## src/rtl/core/ggw_pkg.sv

```systemverilog
// ----------------------------------------------------------------------------
// ggw_pkg
// Shared types, constants and helpers of the greedy word wrap block.
// ----------------------------------------------------------------------------
package ggw_pkg;

   localparam int LINE_CHARS     = 31;
   localparam int MAX_LINE_SLOTS = 10;

   localparam int CHAR_W  = 8;
   localparam int WIDTH_W = 5;
   localparam int LIMIT_W = 4;
   localparam int COL_W   = 5;
   localparam int LINE_W  = 4;
   localparam int COUNT_W = 4;
   localparam int POS_W   = $clog2(LINE_CHARS);

   localparam int CSR_INDEX_W = 1;
   localparam int CSR_DATA_W  = 5;

   localparam logic [CSR_INDEX_W-1:0] CSR_MAX_CHARS = 1'd0;
   localparam logic [CSR_INDEX_W-1:0] CSR_MAX_LINES = 1'd1;

   localparam logic [WIDTH_W-1:0] MAX_CHARS_RESET = 5'd31;
   localparam logic [LIMIT_W-1:0] MAX_LINES_RESET = 4'd10;

   localparam logic [CHAR_W-1:0] CHAR_CR    = 8'h0D;
   localparam logic [CHAR_W-1:0] CHAR_LF    = 8'h0A;
   localparam logic [CHAR_W-1:0] CHAR_SPACE = 8'h20;
   localparam logic [CHAR_W-1:0] CHAR_TAB   = 8'h09;

   localparam int QUEUE_DEPTH = 4;
   localparam int QPTR_W      = $clog2(QUEUE_DEPTH);
   localparam int QCNT_W      = $clog2(QUEUE_DEPTH + 1);

   typedef enum logic [1:0] {
      OP_CHAR,
      OP_SPACE,
      OP_NEWLINE,
      OP_END
   } op_kind_type;

   typedef struct packed {
      op_kind_type             kind;
      logic [CHAR_W-1:0]       ch;
   } op_type;

   typedef struct packed {
      logic                    mode;
      logic [CHAR_W-1:0]       character;
   } req_type;

   typedef struct packed {
      logic [LINE_W-1:0]       line_index;
      logic [COL_W-1:0]        column;
      logic [CHAR_W-1:0]       out_char;
      logic                    has_char;
      logic                    line_end;
      logic                    text_done;
      logic [COUNT_W-1:0]      line_count;
      logic                    last;
   } rsp_type;

   typedef struct packed {
      logic [WIDTH_W-1:0]      max_chars;
      logic [LIMIT_W-1:0]      max_lines;
   } cfg_type;

   function automatic logic [WIDTH_W-1:0] width_clamp(input logic [WIDTH_W-1:0] v);
      logic [WIDTH_W-1:0] r;
      r = v;
      if (r == '0) r = WIDTH_W'(1);
      if (r > WIDTH_W'(LINE_CHARS)) r = WIDTH_W'(LINE_CHARS);
      return r;
   endfunction

   function automatic logic [LIMIT_W-1:0] limit_clamp(input logic [LIMIT_W-1:0] v);
      logic [LIMIT_W-1:0] r;
      r = v;
      if (r == '0) r = LIMIT_W'(1);
      if (r > LIMIT_W'(MAX_LINE_SLOTS)) r = LIMIT_W'(MAX_LINE_SLOTS);
      return r;
   endfunction

endpackage

```

## src/rtl/core/ggw_front.sv

```systemverilog
// ----------------------------------------------------------------------------
// ggw_front
// Takes input words, classifies each byte and holds it for the queue.
// ----------------------------------------------------------------------------
module ggw_front import ggw_pkg::*; (
   input  logic    clock,
   input  logic    reset,
   input  logic    req_valid,
   output logic    req_stall,
   input  req_type req_data,
   output logic    push,
   output op_type  push_op,
   input  logic    queue_full
);

   logic   front_valid_ff, front_valid_in;
   op_type front_op_ff, front_op_in;
   logic   take;
   logic   drop;
   op_type class_op;

   assign req_stall = front_valid_ff && queue_full;
   assign push      = front_valid_ff && !queue_full;
   assign push_op   = front_op_ff;
   assign take      = req_valid && !req_stall;

   always_comb begin
      class_op.ch   = req_data.character;
      class_op.kind = OP_CHAR;
      drop          = 1'b0;
      if (req_data.mode) begin
         class_op.kind = OP_END;
      end else begin
         case (req_data.character) inside
            CHAR_CR:              drop = 1'b1;
            CHAR_LF:              class_op.kind = OP_NEWLINE;
            CHAR_SPACE, CHAR_TAB: class_op.kind = OP_SPACE;
            default:              class_op.kind = OP_CHAR;
         endcase
      end
   end

   always_comb begin
      front_valid_in = front_valid_ff;
      front_op_in    = front_op_ff;
      if (push) front_valid_in = 1'b0;
      // carriage return is simply swallowed here
      if (take) begin
         front_valid_in = !drop;
         front_op_in    = class_op;
      end
   end

   always_ff @(posedge clock) begin
      if (reset) begin
         front_valid_ff <= 1'b0;
      end else begin
         front_valid_ff <= front_valid_in;
      end
      front_op_ff <= front_op_in;
   end

endmodule

```

## src/rtl/core/ggw_queue.sv

```systemverilog
// ----------------------------------------------------------------------------
// ggw_queue
// Short queue of classified operations between front and back.
// ----------------------------------------------------------------------------
module ggw_queue import ggw_pkg::*; (
   input  logic   clock,
   input  logic   reset,
   input  logic   push,
   input  op_type push_op,
   output logic   full,
   input  logic   pop,
   output logic   pop_valid,
   output op_type pop_op
);

   op_type             slot_ff [QUEUE_DEPTH];
   logic [QPTR_W-1:0]  wr_ptr_ff, wr_ptr_in;
   logic [QPTR_W-1:0]  rd_ptr_ff, rd_ptr_in;
   logic [QCNT_W-1:0]  count_ff, count_in;
   logic               do_push;
   logic               do_pop;

   assign full      = count_ff == QCNT_W'(QUEUE_DEPTH);
   assign pop_valid = count_ff != '0;
   assign pop_op    = slot_ff[rd_ptr_ff];
   assign do_push   = push && !full;
   assign do_pop    = pop && pop_valid;

   always_comb begin
      wr_ptr_in = wr_ptr_ff;
      rd_ptr_in = rd_ptr_ff;
      count_in  = count_ff;
      if (do_push) wr_ptr_in = (wr_ptr_ff == QPTR_W'(QUEUE_DEPTH - 1)) ? '0 : wr_ptr_ff + 1'b1;
      if (do_pop)  rd_ptr_in = (rd_ptr_ff == QPTR_W'(QUEUE_DEPTH - 1)) ? '0 : rd_ptr_ff + 1'b1;
      if (do_push && !do_pop) count_in = count_ff + 1'b1;
      if (do_pop && !do_push) count_in = count_ff - 1'b1;
   end

   always_ff @(posedge clock) begin
      if (reset) begin
         wr_ptr_ff <= '0;
         rd_ptr_ff <= '0;
         count_ff  <= '0;
      end else begin
         wr_ptr_ff <= wr_ptr_in;
         rd_ptr_ff <= rd_ptr_in;
         count_ff  <= count_in;
      end
   end

   always_ff @(posedge clock) begin
      if (do_push) slot_ff[wr_ptr_ff] <= push_op;
   end

endmodule

```

## src/rtl/core/ggw_back.sv

```systemverilog
// ----------------------------------------------------------------------------
// ggw_back
// Layout engine: builds words and lines and walks finished lines out.
// ----------------------------------------------------------------------------
module ggw_back import ggw_pkg::*; (
   input  logic    clock,
   input  logic    reset,
   input  cfg_type cfg,
   input  logic    op_valid,
   input  op_type  op_in,
   output logic    op_pop,
   output logic    rsp_valid,
   input  logic    rsp_stall,
   output rsp_type rsp_data
);

   typedef enum logic [3:0] {
      S_IDLE,
      S_APPEND,
      S_COPY,
      S_PUSH,
      S_WCHK,
      S_POST,
      S_FULLCHK,
      S_SUM,
      S_FIN
   } state_type;

   logic [CHAR_W-1:0] line_store_ff [LINE_CHARS];
   logic [CHAR_W-1:0] word_store_ff [LINE_CHARS];

   state_type          state_ff, state_in;
   state_type          ret_ff, ret_in;
   op_type             op_ff, op_next;
   logic [WIDTH_W-1:0] ll_ff, ll_in;
   logic [WIDTH_W-1:0] wl_ff, wl_in;
   logic               ov_ff, ov_in;
   logic [LINE_W-1:0]  lu_ff, lu_in;
   logic               full_ff, full_in;
   logic [POS_W-1:0]   src_ff, src_in;
   logic [POS_W-1:0]   dst_ff, dst_in;
   logic [WIDTH_W-1:0] len_ff, len_in;
   logic [POS_W-1:0]   idx_ff, idx_in;
   logic               hold_v_ff, hold_v_in;
   rsp_type            hold_ff, hold_in;
   logic               rsp_valid_ff, rsp_valid_in;
   rsp_type            rsp_data_ff, rsp_data_in;

   logic [WIDTH_W-1:0] width;
   logic [LIMIT_W-1:0] limit;
   logic               at_limit;
   logic               word_long;
   logic [WIDTH_W-1:0] wl_cut;
   logic               word_fits;
   logic               out_free;
   logic               can_emit;
   logic               emit;
   rsp_type            emit_item;
   logic               fin;
   logic               line_we;
   logic [POS_W-1:0]   line_waddr;
   logic [CHAR_W-1:0]  line_wdata;
   logic               word_we;

   assign width     = width_clamp(cfg.max_chars);
   assign limit     = limit_clamp(cfg.max_lines);
   assign at_limit  = lu_ff >= limit;
   assign word_long = ov_ff || (wl_ff > width);
   assign wl_cut    = (wl_ff > width) ? width : wl_ff;
   assign word_fits = ({2'b00, ll_ff} + 7'd1 + {2'b00, wl_ff}) <= {2'b00, width};
   assign out_free  = !rsp_valid_ff || !rsp_stall;
   assign can_emit  = !hold_v_ff || out_free;
   assign rsp_valid = rsp_valid_ff;
   assign rsp_data  = rsp_data_ff;

   always_comb begin
      state_in   = state_ff;
      ret_in     = ret_ff;
      op_next    = op_ff;
      ll_in      = ll_ff;
      wl_in      = wl_ff;
      ov_in      = ov_ff;
      lu_in      = lu_ff;
      full_in    = full_ff;
      src_in     = src_ff;
      dst_in     = dst_ff;
      len_in     = len_ff;
      idx_in     = idx_ff;
      op_pop     = 1'b0;
      emit       = 1'b0;
      emit_item  = '0;
      fin        = 1'b0;
      line_we    = 1'b0;
      line_waddr = dst_ff;
      line_wdata = word_store_ff[src_ff];
      word_we    = 1'b0;

      unique case (state_ff)
         S_IDLE: begin
            if (op_valid) begin
               op_pop  = 1'b1;
               op_next = op_in;
               case (op_in.kind) inside
                  OP_CHAR: begin
                     if (!full_ff) begin
                        if (wl_ff < WIDTH_W'(LINE_CHARS)) begin
                           word_we = 1'b1;
                           wl_in   = wl_ff + 1'b1;
                        end else begin
                           ov_in = 1'b1;
                        end
                     end
                  end
                  OP_SPACE, OP_NEWLINE: begin
                     if (!full_ff) state_in = S_APPEND;
                  end
                  OP_END: begin
                     state_in = full_ff ? S_SUM : S_APPEND;
                  end
                  default: state_in = S_IDLE;
               endcase
            end
         end

         S_APPEND: begin
            src_in = '0;
            idx_in = '0;
            if (wl_ff == '0 && !ov_ff) begin
               state_in = S_POST;
            end else if (word_long) begin
               if (ll_ff != '0) begin
                  state_in = S_PUSH;
                  ret_in   = S_WCHK;
               end else begin
                  dst_in   = '0;
                  len_in   = wl_cut;
                  ll_in    = wl_cut;
                  state_in = S_COPY;
               end
            end else if (ll_ff == '0) begin
               dst_in   = '0;
               len_in   = wl_ff;
               ll_in    = wl_ff;
               state_in = S_COPY;
            end else if (word_fits) begin
               line_we    = 1'b1;
               line_waddr = POS_W'(ll_ff);
               line_wdata = CHAR_SPACE;
               dst_in     = POS_W'(ll_ff + 1'b1);
               len_in     = wl_ff;
               ll_in      = ll_ff + 1'b1 + wl_ff;
               state_in   = S_COPY;
            end else begin
               state_in = S_PUSH;
               ret_in   = S_WCHK;
            end
         end

         S_COPY: begin
            line_we = 1'b1;
            src_in  = src_ff + 1'b1;
            dst_in  = dst_ff + 1'b1;
            if (WIDTH_W'(src_ff) == len_ff - 1'b1) begin
               wl_in    = '0;
               ov_in    = 1'b0;
               state_in = S_POST;
            end
         end

         S_PUSH: begin
            if (at_limit) begin
               state_in = ret_ff;
            end else if (ll_ff == '0) begin
               // empty line goes out as a single marker word
               emit                 = 1'b1;
               emit_item.line_index = lu_ff;
               emit_item.line_end   = 1'b1;
               if (can_emit) begin
                  lu_in    = lu_ff + 1'b1;
                  state_in = ret_ff;
               end
            end else begin
               emit                 = 1'b1;
               emit_item.line_index = lu_ff;
               emit_item.column     = COL_W'(idx_ff);
               emit_item.out_char   = line_store_ff[idx_ff];
               emit_item.has_char   = 1'b1;
               emit_item.line_end   = WIDTH_W'(idx_ff) == ll_ff - 1'b1;
               if (can_emit) begin
                  idx_in = idx_ff + 1'b1;
                  if (WIDTH_W'(idx_ff) == ll_ff - 1'b1) begin
                     idx_in   = '0;
                     lu_in    = lu_ff + 1'b1;
                     ll_in    = '0;
                     state_in = ret_ff;
                  end
               end
            end
         end

         S_WCHK: begin
            src_in = '0;
            if (at_limit) begin
               wl_in    = '0;
               ov_in    = 1'b0;
               state_in = S_POST;
            end else begin
               dst_in   = '0;
               len_in   = wl_cut;
               ll_in    = wl_cut;
               state_in = S_COPY;
            end
         end

         S_POST: begin
            idx_in = '0;
            case (op_ff.kind)
               OP_SPACE: state_in = S_FULLCHK;
               OP_NEWLINE: begin
                  state_in = S_PUSH;
                  ret_in   = S_FULLCHK;
               end
               OP_END: begin
                  if (ll_ff != '0 && !at_limit) begin
                     state_in = S_PUSH;
                     ret_in   = S_SUM;
                  end else begin
                     state_in = S_SUM;
                  end
               end
               default: state_in = S_FIN;
            endcase
         end

         S_FULLCHK: begin
            if (at_limit) full_in = 1'b1;
            state_in = S_FIN;
         end

         S_SUM: begin
            emit                 = 1'b1;
            emit_item.text_done  = 1'b1;
            emit_item.line_count = (lu_ff == '0) ? COUNT_W'(1) : COUNT_W'(lu_ff);
            if (can_emit) begin
               ll_in    = '0;
               wl_in    = '0;
               ov_in    = 1'b0;
               lu_in    = '0;
               full_in  = 1'b0;
               state_in = S_FIN;
            end
         end

         S_FIN: begin
            fin = 1'b1;
            if (can_emit) state_in = S_IDLE;
         end

         default: state_in = S_IDLE;
      endcase
   end

   // one word is held back so that the final one of an operation can be tagged
   always_comb begin
      hold_v_in    = hold_v_ff;
      hold_in      = hold_ff;
      rsp_valid_in = rsp_valid_ff && rsp_stall;
      rsp_data_in  = rsp_data_ff;
      if (emit && can_emit) begin
         if (hold_v_ff) begin
            rsp_valid_in = 1'b1;
            rsp_data_in  = hold_ff;
         end
         hold_v_in = 1'b1;
         hold_in   = emit_item;
      end
      if (fin && hold_v_ff && out_free) begin
         rsp_valid_in     = 1'b1;
         rsp_data_in      = hold_ff;
         rsp_data_in.last = 1'b1;
         hold_v_in        = 1'b0;
      end
   end

   always_ff @(posedge clock) begin
      if (reset) begin
         state_ff     <= S_IDLE;
         ret_ff       <= S_FIN;
         ll_ff        <= '0;
         wl_ff        <= '0;
         ov_ff        <= 1'b0;
         lu_ff        <= '0;
         full_ff      <= 1'b0;
         hold_v_ff    <= 1'b0;
         rsp_valid_ff <= 1'b0;
      end else begin
         state_ff     <= state_in;
         ret_ff       <= ret_in;
         ll_ff        <= ll_in;
         wl_ff        <= wl_in;
         ov_ff        <= ov_in;
         lu_ff        <= lu_in;
         full_ff      <= full_in;
         hold_v_ff    <= hold_v_in;
         rsp_valid_ff <= rsp_valid_in;
      end
      op_ff       <= op_next;
      src_ff      <= src_in;
      dst_ff      <= dst_in;
      len_ff      <= len_in;
      idx_ff      <= idx_in;
      hold_ff     <= hold_in;
      rsp_data_ff <= rsp_data_in;
   end

   always_ff @(posedge clock) begin
      if (line_we) line_store_ff[line_waddr] <= line_wdata;
      if (word_we) word_store_ff[POS_W'(wl_ff)] <= op_in.ch;
   end

endmodule

```

## src/rtl/core/greedy_word_wrap.sv

```systemverilog
// ----------------------------------------------------------------------------
// greedy_word_wrap
// Greedy word wrap of a character stream into tagged line characters.
// ----------------------------------------------------------------------------
// Input words carry one text byte (mode 0) or an end-of-text mark (mode 1).
// Output words carry one placed character with its line and column, an
// empty-line marker, or the summary word with the line count; last is set
// on the final output word caused by an input word.
// A front stage classifies bytes (carriage return is dropped there) and
// feeds a four-entry queue, so input keeps flowing while the back engine
// walks a line out. The engine takes an ordinary character without leaving
// its idle state. A space copies the pending word, character by character,
// from the word store into the line store; a line break also walks the
// finished line out, one output word per character (one for an empty
// line). End of text does the same, the summary word included, or gives
// only the summary word once the line limit has been reached.
// A stalled output holds its word; the engine keeps one more word in a
// hold register and waits for room, and back pressure then reaches the
// input through the queue. Reset clears all layout state and sets the
// width to 31 and the line limit to 10; stores need no clearing.
// Configuration is written through csr_we, csr_index and csr_wdata.
// ----------------------------------------------------------------------------
module greedy_word_wrap import ggw_pkg::*; (
   input  logic                   clock,
   input  logic                   reset,
   input  logic                   req_valid,
   output logic                   req_stall,
   input  req_type                req_data,
   output logic                   rsp_valid,
   input  logic                   rsp_stall,
   output rsp_type                rsp_data,
   input  logic                   csr_we,
   input  logic [CSR_INDEX_W-1:0] csr_index,
   input  logic [CSR_DATA_W-1:0]  csr_wdata
);

   cfg_type cfg_ff, cfg_in;
   logic    push;
   op_type  push_op;
   logic    queue_full;
   logic    op_pop;
   logic    op_valid;
   op_type  op_head;

   always_comb begin
      cfg_in = cfg_ff;
      if (csr_we) begin
         unique case (csr_index)
            CSR_MAX_CHARS: cfg_in.max_chars = WIDTH_W'(csr_wdata);
            CSR_MAX_LINES: cfg_in.max_lines = LIMIT_W'(csr_wdata);
            default:       cfg_in = cfg_ff;
         endcase
      end
   end

   always_ff @(posedge clock) begin
      if (reset) begin
         cfg_ff.max_chars <= MAX_CHARS_RESET;
         cfg_ff.max_lines <= MAX_LINES_RESET;
      end else begin
         cfg_ff <= cfg_in;
      end
   end

   ggw_front u_front (
      .clock      (clock),
      .reset      (reset),
      .req_valid  (req_valid),
      .req_stall  (req_stall),
      .req_data   (req_data),
      .push       (push),
      .push_op    (push_op),
      .queue_full (queue_full)
   );

   ggw_queue u_queue (
      .clock     (clock),
      .reset     (reset),
      .push      (push),
      .push_op   (push_op),
      .full      (queue_full),
      .pop       (op_pop),
      .pop_valid (op_valid),
      .pop_op    (op_head)
   );

   ggw_back u_back (
      .clock     (clock),
      .reset     (reset),
      .cfg       (cfg_ff),
      .op_valid  (op_valid),
      .op_in     (op_head),
      .op_pop    (op_pop),
      .rsp_valid (rsp_valid),
      .rsp_stall (rsp_stall),
      .rsp_data  (rsp_data)
   );

endmodule
```

## config.mk

```make
export PLATFORM = sky130hd
export DESIGN_NAME = greedy_word_wrap
export DESIGN_NICKNAME = d
export VERILOG_FILES = /design/src/rtl/core/ggw_pkg.sv /design/src/rtl/core/ggw_front.sv /design/src/rtl/core/ggw_queue.sv /design/src/rtl/core/ggw_back.sv /design/src/rtl/core/greedy_word_wrap.sv
export SDC_FILE = /design/constraint.sdc
export NUM_CORES = 1
export LEC_CHECK = 0
export BUFFER_PORTS_ARGS = -buffer_cell sky130_fd_sc_hd__buf_4
export CAP_MARGIN = 20
export CORE_MARGIN = 10
export CORE_UTILIZATION = 57
export DETAILED_ROUTE_END_ITERATION = 16
export PLACE_DENSITY = 0.77
export SLEW_MARGIN = 20
export SYNTH_ARGS = -nofsm -noshare
export SYNTH_HDL_FRONTEND = slang
export SYNTH_SLANG_ARGS = --single-unit
export TNS_END_PERCENT = 100
```

## constraint.sdc

```tcl
create_clock -name clock -period 4.6 [get_ports clock]
set_clock_uncertainty 0.2 [all_clocks]
set_input_delay 0.46 -clock clock [delete_from_list [all_inputs] [get_ports clock]]
set_output_delay 0.46 -clock clock [all_outputs]
set_load 0.02 [all_outputs]
```

==> flow_summary.ini <==
[synthesis]
synth_edf_count = 616
syn_avg_cell_area_um2 = 17.47
synth-seq-cells = 667
yosys_warnings = 0
yosysTopAreaCell = edfxtp_1
synth_area_um2 = 27680
synth_area_leaders = edfxtp_1 (67%), mux4_2 (13%), dfxtp_1 (3.7%)
async_flop_share_pct = 0
synth_nets = 1645
synth_common_cells = edfxtp_1 (616), mux4_2 (154), nor2_1 (117), nand2_1 (67), dfxtp_1 (51)
synthCells = 1584
ys_types = 80
synth_seq_area_share_pct = 70.52
yosysMostFrequentCell = edfxtp_1
synth_top_area_share_pct = 66.83
synthFlopType = edfxtp_1

[setup_path]
end_kind = flop
crit_path_frequent_cell = buf_6
reg2reg_slack_ns = 0.14
r2r-start = u_back.ll_ff[0]$_SDFFE_PP0P_
max_stage_delay_ns = 0.40
cp-start-kind = flop
required_ns = 4.72
regToRegEndpoint = u_back.line_store_ff[15][4]$_DFFE_PP_
crit_fanout = 8
worstPathCellList = buf_6 > nand3_1 > xnor2_2 > buf_4 > ha_1 > a211oi_2 > xnor2_1 > ha_1 > and3_1 > o21ai_0 > o21ai_1 > a211oi_4 > and4b_4 > buf_6 > buf_4 > mux2_4 > nor3_2 > buf_6
crit_type = reg2reg
arrival_ns = 4.58
crit_path_top_delay_cell = mux2_4
rr_worst_depth = 18

[cts]
clk_latency_ns = 0.61
path_clk_slew_ns = 0.06
clockBufferDepth = 3
htreeDepth = 3
cts_buffers = 69
cts.sink_count = 667
cts_tree = done
cts_root_buf = clkbuf_16

[sta]
hold_viol = 0
fmax_mhz = 224.3
worst_pin_slew_ns = 0.9877
drv_slew = 0
finalSetupTns_ns = 0
min_period_over_period_pct = 96.92
max_slew_margin_pct = 34.06
period_needed_ns = 4.458
holdWs_ns = 0.08755
setup_viol = 0

[final_layout]
syn2layout_area_growth_pct = 17.25
final_cells = 2441
stdcell_area_um2 = 32450
diodes = 0
nets = 1831
drive_gt1_share_pct = 27.49

[placed_design]
dpl-instance-area_um2 = 29690
gp_congestion = 0.9069
io_buffers = 46
dp_cells = 2289
place_hpwl_um = 39460

[global_route]
grt_pass1_vias = 15526
grt_max_degree = 67
antenna_found_initial = 1
grt-ovfl-total = 0
grt_pass1_wl_um = 94380
grtUsageTotal_pct = 21.74

[drt]
viasPerCell = 6.261
drtAntennaViolNets = 0
vias = 15283
drc = 0
drt_wl_total_um = 61610
drt_iter0_drc = 1541
wl_per_cell_um = 25.24
drtPass1Iterations = 6

[die]
dieArea_um2 = 57770
die_h_um = 240.4
placementRows = 80
initial_utilization_pct = 57.85
io_pins = 47
core_area_um2 = 47850
die_x_um = 240.4

[power_and_ir_drop]
pwr-share-comb_pct = 29.9
switching_share_pct = 31.56
worst_ir_drop_vdd_uv = 455.8
p_leak_nw = 11.00
clock_power_share_pct = 28.0
switching_power_mw = 6.409
p_seq_share_pct = 42.1
p_int_mw = 13.90
power_mw = 20.31
power_density_nw_per_um2 = 625.8

[min_path]
holdPathStages = 2
hold_path_end = u_front.front_valid_ff$_SDFFE_PP0P_
hp-class = in2reg
min-delay-start = reset

[job]
cap_violations = 0

[status]
status = completed
[cell usage in the layout, fill, tap and decap left out, types with 8 or more instances in the layout]
master,instances
edfxtp_1,616
mux4_2,154
buf_4,140
nor2_1,109
clkbuf_16,73
nand2_1,67
a21oi_1,47
dfxtp_1,47
o21ai_0,40
mux2i_1,37
ha_1,37
inv_1,36
and2_1,34
nor3_1,25
nand3_1,24
dlygate4sd3_1,19
and3_1,18
buf_12,17
xnor2_1,15
clkinv_2,15
nor2b_1,14
xor2_1,14
nor3_4,13
nand2b_1,12
nor3_2,12
clkinv_1,12
a31oi_1,10
a211o_1,9
nor2_2,8
bufinv_16,8
clkbuf_1,8
[registers in the layout, summed over array words and instances (netlist names), 4 cells and up, named ones only]
name / cells
cfg_ff: 9
u_back.idx_ff: 5
u_front.push_op: 10
u_back.state_ff: 4
u_back.word_store_ff: 248
u_back.rsp_data: 25
u_back.hold_ff: 24
u_back.ll_ff: 5
u_back.dst_ff: 5
u_back.line_store_ff: 248
u_back.lu_ff: 4
u_back.src_ff: 5
u_back.len_ff: 5
u_back.wl_ff: 5
u_back.ret_ff: 4
u_queue.slot_ff: 40
[final cells by class]
cell class	count	area [µm²]
Sequential cell	667	19530
Fill cell	2980	15390
Multi-Input combinational cell	811	8019
Clock buffer	83	1884
Timing Repair Buffer	183	1660
Tap cell	615	769.5
Clock inverter	44	449.2
Inverter	38	142.6
[metrics by stage]
step           utilization, %  worst slack [ns]
4_1_cts                 67.47          0.004829
2_1_floorplan               -           -0.1449
6_report                67.83            0.1416
3_3_place_gp            62.04           -0.2754
5_1_grt                 67.83          -0.02154
3_5_place_dp            62.05           -0.4113
[kinds of logic (layout without fill, tap and decap cells)]
group | Yosys count | after routing | synth area share [%]
fa+ha+maj | 43 | 43 | 1.984
mux | 202 | 203 | 14.33
buf+inv | 107 | 348 | 1.614
xor+xnor | 33 | 33 | 1.094
simple gates | 371 | 371 | 6.640
flops | 667 | 667 | 70.52
compound gates | 161 | 161 | 3.815
[power groups by stage]
stage | combinational, mW | sequential [mW] | clock [mW]
6_report | 6.08 | 8.55 | 5.68
4_1_cts | 5.99 | 8.53 | 5.76
2_1_floorplan | 3.83 | 8.38 | 0
3_3_place_gp | 5.74 | 8.63 | 0
3_5_place_dp | 5.88 | 8.66 | 0
5_1_grt | 6.50 | 8.59 | 6.01
[worst max-delay path by stage]
stage	start	to	slack (ns)
6_report	u_back.ll_ff[0]$_SDFFE_PP0P_	u_back.line_store_ff[15][4]$_DFFE_PP_	0.14
5_1_grt	u_back.ll_ff[0]$_SDFFE_PP0P_	u_back.line_store_ff[29][6]$_DFFE_PP_	-0.02
4_1_cts	u_back.ll_ff[0]$_SDFFE_PP0P_	u_back.line_store_ff[3][7]$_DFFE_PP_	0.005
3_5_place_dp	u_back.ll_ff[0]$_SDFFE_PP0P_	u_back.line_store_ff[19][4]$_DFFE_PP_	-0.41
3_3_place_gp	u_back.ll_ff[0]$_SDFFE_PP0P_	u_back.line_store_ff[24][0]$_DFFE_PP_	-0.28
2_1_floorplan	u_back.ll_ff[0]$_SDFFE_PP0P_	u_back.line_store_ff[0][0]$_DFFE_PP_	-0.14
[layer usage]
layer | share of wire [%] | vias up | wire length [µm] | global-route usage (%)
li1 | - | 6663 | - | -
met1 | 39 | 7721 | 24230 | 28.38
met2 | 50 | 747 | 30500 | 36.10
met3 | 8.0 | 152 | 4908 | 4.339
met4 | 3.2 | 0 | 1967 | 7.343
met5 | 0 | - | 0 | 0
[worst max-delay path, delay by kind of cell (launching register included)]
| family | cells | cell delay, ns |
|---|---|---|
| simple gates | 4 | 0.87 |
| fa+ha+maj | 2 | 0.58 |
| buf+inv | 5 | 0.72 |
| mux | 1 | 0.40 |
| xor+xnor | 2 | 0.34 |
| flops | 1 | 0.37 |
| compound gates | 4 | 0.66 |
[timing repair]
item	in CTS	in global routing
hold buffers	19	0
endpoints found under the setup margin	248	311
buffers inserted	1	4
endpoints found under the hold margin	21	0
gates cloned	0	1
pin swaps	4	8
gates resized for setup	10	23
Note: power is estimated with default switching activity, not from simulation.
